File: src/sv/m4vt_pkg.sv
// shared widths, mode codes and inter-cell structs for the 4x4 transform unit
`default_nettype none

package m4vt_pkg;

	localparam int DATA_W = 32;
	localparam int IDX_W  = 2;
	localparam int SIDE   = 4;

	localparam logic [1:0] MODE_WR_XFORM  = 2'd0;
	localparam logic [1:0] MODE_WR_OPND   = 2'd1;
	localparam logic [1:0] MODE_COMPOSE   = 2'd2;
	localparam logic [1:0] MODE_VECTOR    = 2'd3;

	// one element travelling along the cell chain
	typedef struct packed {
		logic                     valid;
		logic                     first;
		logic                     last;
		logic [IDX_W-1:0]         idx;
		logic [IDX_W-1:0]         col;
		logic signed [DATA_W-1:0] data;
	} hop_t;

	// entry write into one cell's row
	typedef struct packed {
		logic                     en;
		logic [IDX_W-1:0]         col;
		logic signed [DATA_W-1:0] data;
	} wr_t;

	// finished dot product from a cell
	typedef struct packed {
		logic             done;
		logic             ovf;
		logic [IDX_W-1:0] col;
	} stat_t;

endpackage

`default_nettype wire

File: src/sv/m4vt_cell.sv
// one row cell: holds a transform row, multiplies the passing element and accumulates
`default_nettype none

module m4vt_cell import m4vt_pkg::*; #(
	parameter int FRAC_BITS = 16,
	parameter int DIM       = 4
) (
	input  wire                      clk,
	input  wire                      arst_n,
	input  wr_t                      wr,
	input  wire                      commit,
	input  hop_t                     hop_in,
	output hop_t                     hop_out,
	output stat_t                    stat,
	output logic signed [DATA_W-1:0] res
);

	localparam int IW     = (DIM > 1) ? $clog2(DIM) : 1;
	localparam int PROD_W = 2 * DATA_W;
	localparam int ACC_W  = PROD_W - FRAC_BITS + 2;

	localparam logic signed [ACC_W-1:0] SAT_MAX =
		{{(ACC_W - DATA_W + 1){1'b0}}, {(DATA_W - 1){1'b1}}};
	localparam logic signed [ACC_W-1:0] SAT_MIN =
		{{(ACC_W - DATA_W + 1){1'b1}}, {(DATA_W - 1){1'b0}}};
	localparam logic signed [DATA_W-1:0] MAX32 = {1'b0, {(DATA_W - 1){1'b1}}};
	localparam logic signed [DATA_W-1:0] MIN32 = {1'b1, {(DATA_W - 1){1'b0}}};

	logic signed [DATA_W-1:0] row_q [DIM];
	logic signed [DATA_W-1:0] pend_q [DIM];
	hop_t                     ctl_s1;
	logic signed [PROD_W-1:0] mul_s1;
	logic signed [PROD_W-1:0] shifted;
	logic signed [ACC_W-1:0]  trunc_v;
	logic signed [ACC_W-1:0]  acc_q;
	logic                     done_s2;
	logic [IDX_W-1:0]         col_s2;
	logic                     over_hi;
	logic                     over_lo;
	logic signed [DATA_W-1:0] sat_v;
	stat_t                    stat_q;
	logic signed [DATA_W-1:0] res_q;

	// row storage; compose results land here only once every column is done
	always_ff @(posedge clk or negedge arst_n) begin
		if (!arst_n) begin
			for (int j = 0; j < DIM; j++) row_q[j] <= '0;
		end else if (commit) begin
			for (int j = 0; j < DIM; j++) row_q[j] <= pend_q[j];
		end else if (wr.en) begin
			row_q[wr.col[IW-1:0]] <= wr.data;
		end
	end

	always_ff @(posedge clk) begin
		if (hop_in.valid) begin
			mul_s1 <= row_q[hop_in.idx[IW-1:0]] * $signed(hop_in.data);
		end
	end

	always_ff @(posedge clk or negedge arst_n) begin
		if (!arst_n) begin
			ctl_s1 <= '0;
		end else begin
			ctl_s1 <= hop_in;
		end
	end

	assign hop_out = ctl_s1;

	// floor towards minus infinity
	assign shifted = mul_s1 >>> FRAC_BITS;
	assign trunc_v = shifted[ACC_W-1:0];

	always_ff @(posedge clk) begin
		if (ctl_s1.valid) begin
			acc_q <= ctl_s1.first ? trunc_v : acc_q + trunc_v;
		end
		col_s2 <= ctl_s1.col;
	end

	always_ff @(posedge clk or negedge arst_n) begin
		if (!arst_n) begin
			done_s2 <= 1'b0;
		end else begin
			done_s2 <= ctl_s1.valid & ctl_s1.last;
		end
	end

	always_comb begin
		over_hi = acc_q > SAT_MAX;
		over_lo = acc_q < SAT_MIN;
		if (over_hi) begin
			sat_v = MAX32;
		end else if (over_lo) begin
			sat_v = MIN32;
		end else begin
			sat_v = acc_q[DATA_W-1:0];
		end
	end

	always_ff @(posedge clk or negedge arst_n) begin
		if (!arst_n) begin
			stat_q <= '0;
		end else begin
			stat_q.done <= done_s2;
			stat_q.ovf  <= done_s2 & (over_hi | over_lo);
			stat_q.col  <= col_s2;
		end
	end

	always_ff @(posedge clk) begin
		if (done_s2) begin
			res_q                  <= sat_v;
			pend_q[col_s2[IW-1:0]] <= sat_v;
		end
	end

	assign stat = stat_q;
	assign res  = res_q;

endmodule

`default_nettype wire
File: config.mk
export PLATFORM = sky130hd
export DESIGN_NAME = m4vt_cell
export DESIGN_NICKNAME = d
export VERILOG_FILES = /design/src/sv/m4vt_pkg.sv /design/src/sv/m4vt_cell.sv
export SDC_FILE = /design/constraint.sdc
export NUM_CORES = 2
export LEC_CHECK = 0
export ABC_AREA = 1
export BUFFER_PORTS_ARGS = -buffer_cell sky130_fd_sc_hd__buf_2
export CORE_UTILIZATION = 45
export CTS_BUF_LIST = sky130_fd_sc_hd__clkbuf_8
export DETAILED_ROUTE_END_ITERATION = 6
export GPL_TIMING_DRIVEN = 0
export SYNTH_ARGS = -nofsm -noshare
export SYNTH_HDL_FRONTEND = slang
export SYNTH_SLANG_ARGS = --single-unit
File: constraint.sdc
create_clock -name clk -period 6.8 [get_ports clk]
set_clock_uncertainty 0.1 [all_clocks]
set_input_delay 0.34 -clock clk [delete_from_list [all_inputs] [get_ports clk]]
set_output_delay 0.34 -clock clk [all_outputs]
set_load 0.01 [all_outputs]
==> flow_summary.toml <==
[sta]
tns_ns = -32.00
tightest_slew_ns = 1.26
worst_slack_ns = -1.03
maxSlewHeadroom_pct = 15.9
finalSetupViolCount = 46
grt_setup_unrepaired = "yes"
slew_viol_final = 0
maxClockFrequency_ghz = 0.128
final_hold_viol_count = 0
fin_crit_ns = 7.83
timing.final.crit_share_pct = 115

[die]
die_y_um = 354
start_util_pct = 45.5
coreArea_mm2 = 0.122
die_area_mm2 = 0.125
ios = 152
std_cell_rows = 128
die_width_um = 354

[yosys]
synth_area_leader_cell = "fa_1"
synth.area.top_cells = "fa_1, edfxtp_1, inv_1"
yosysUniqueCellTypes = 49
synth_common_cells = "inv_1, nand2_1, fa_1, nor2_1, edfxtp_1"
synthArstFlopShare_pct = 39.8
synth_top_cell_area_share_pct = 38.9
synth_nets = 7649
yosysMostFrequentCell = "inv_1"
synth_edf_count = 258
synth_seq_cells = 432
synth_warnings = 0
syn-cell-area_mm2 = 0.0557
ys.flop_type = "edfxtp_1"
avgSynthCellArea_um2 = 8.90
ys_seq_area_share_pct = 21.7
synthCells = 6261

[clock_tree]
cts_root_buf = "clkbuf_8"
clkSlewWorstSetupHoldPaths_ns = 0.06
cts_tree = "yes"
clk_path_buf_depth = 3
cts.sinks = 432
clock_latency_ns = 0.83
cts_buffers = 82
htreeDepth = 3

[placed_design]
place.port_buffers = 151
placed_cell_area_mm2 = 0.0592
place_hpwl_mm = 178
gp_congestion = 1.03

[global_route]
grt_max_degree = 90
track_usage_pct = 36.4
grt_pass1_wl_mm = 328
antenna_found_initial = 9
grt.overflow.total = 0
grt_pass1_vias = 48800

[critical_path]
reg2reg_depth = 29
crit_path_max_incr_delay_ns = 0.69
cp-start-kind = "flip-flop"
critical_path.endpoint_type = "flip-flop"
r2r_setup_slack_ns = -1.03
critPathMaxFanout = 7
cp.arrival_ns = 8.23
slowest_stage = "fa_2"
crit_top_cell = "fa_1"
r2r-end = "mul_s1[53]"
reg2reg_from = "row_q[127]"
worstSetupPathType = "reg -> reg"
cp_num_buf_inv = 10
critical-path-top-delay-family = "adder cells"
required_ns = 7.20

[route]
drc = 0
routed-via-count = 47500
viasPerCell = 5.53
drt_pass1_iterations = 6
ant_nets = 0
dr.first_iter.drc_count = 5147
drt-total-wl_mm = 224
wl_per_cell_um = 26.1

[layout]
fill_cells = 11100
area_growth_pct = 22.9
fin_nets = 8271
final_area_mm2 = 0.0685
layout-drive-gt1-share_pct = 21.0

[run]
maxCapViolations = 0

[worst_hold_path]
min_to = "hop_out[35]"
hold_start = "hop_in[35]"
hold_path.class = "in -> reg"
min_path_cells = 2

[outcome]
violations = "negative setup slack"
status = "complete, but fails checks"
[stage by stage]
stage,hold slack (ns),setup slack (ns),util (%),std cells
after floorplan,-0.0556,-0.763,-,6261
after global placement,0.249,-2.80,48.2,8037
after detailed placement,0.0660,-2.68,48.4,8054
after CTS,0.0136,-0.973,54.6,8515
after global routing,0.0653,-1.22,56.0,8577
final,0.0910,-1.03,56.0,8583
[what timing repair did]
| item | 4_1_cts | 5_1_grt |
|---|---|---|
| resized for setup | 931 | 320 |
| pin swaps | 336 | 254 |
| hold buffers | 76 | 0 |
| setup endpoints to repair | 48 | 48 |
| buffers inserted | 240 | 66 |
| cloned | 2 | 0 |
| endpoints found under the hold margin | 249 | 0 |
[sequential cells by signal (all words and copies together), names as in the netlist]
signal,count
row_q,128
stat,4
hop_out,39
col_s2,2
pend_q,128
mul_s1,48
res,32
acc_q,50
done_s2,1
[cells by family (layout without fill, tap and decap cells)]
family	Yosys count	count (layout)	synth area share, %
adders and majority gates	1311	1311	44.0
other	0	7	0
and+or+nand+nor	2340	2340	16.8
buffers and inverters	1535	2225	10.5
AOI/OAI and AO/OA	596	596	6.20
xor gates and xnor gates	47	47	0.739
DFF	432	432	21.7
[layout make-up]
| cell class | count | area, µm² | share of cell area [%] |
|---|---|---|---|
| clock buffer | 88 | 1210 | 1.77 |
| antenna | 7 | 17.5 | 0.0256 |
| multi-input combinational | 4294 | 41400 | 60.4 |
| tap | 1625 | 2030 | 2.97 |
| inverter | 1288 | 5020 | 7.34 |
| sequential | 432 | 12100 | 17.7 |
| timing repair buffer | 545 | 4580 | 6.69 |
| clock inverter | 64 | 487 | 0.711 |
| buffer | 240 | 1650 | 2.41 |
[how the worst max path moves through the flow]
stage                           from          to  slack [ns]  depth (start not counted)
after floorplan           hop_in[34]  mul_s1[62]       -0.76                         30
after global placement    hop_in[34]  mul_s1[59]       -2.80                         29
after detailed placement  hop_in[34]  mul_s1[59]       -2.68                         33
after CTS                  row_q[95]  mul_s1[55]       -0.97                         29
after global routing       row_q[95]  mul_s1[62]       -1.22                         29
final                     row_q[127]  mul_s1[53]       -1.03                         29
[cells in the final DEF (no fill, tap or decap), types with 32 or more instances in the layout]
master	synthesis	layout
buf_2	72	161
o21ai_1	4	36
fa_2	0	113
buf_12	0	38
nand3_1	213	203
edfxtp_1	258	258
dlygate4sd3_1	0	76
ha_4	0	49
ha_1	229	179
nor2_4	0	63
inv_1	1255	1191
buf_8	0	32
nand2_4	2	62
a21oi_1	237	128
o211ai_1	38	38
buf_6	1	82
clkbuf_1	162	140
o221ai_1	61	60
o21ai_0	194	92
nor2_1	778	688
buf_4	0	227
clkbuf_8	0	89
nand2_2	20	82
inv_2	26	72
a21oi_2	1	76
nand2_1	1227	1100
fa_1	1082	969
dfrtp_1	172	170
a21oi_4	0	34
o21ai_2	2	58
[layer usage]
layer / vias up / share of wire [%] / global-route usage (%)
met2: 2619 / 42 / 52.9
met1: 24000 / 40 / 49.4
met5: - / 0.0076 / 0
met4: 4 / 6.1 / 18.2
met3: 560 / 12 / 11.2
li1: 20300 / - / -
Power is left out: the tool's default activity adds up to more than one toggle a clock period on the data nets, which glitch-free logic cannot reach.
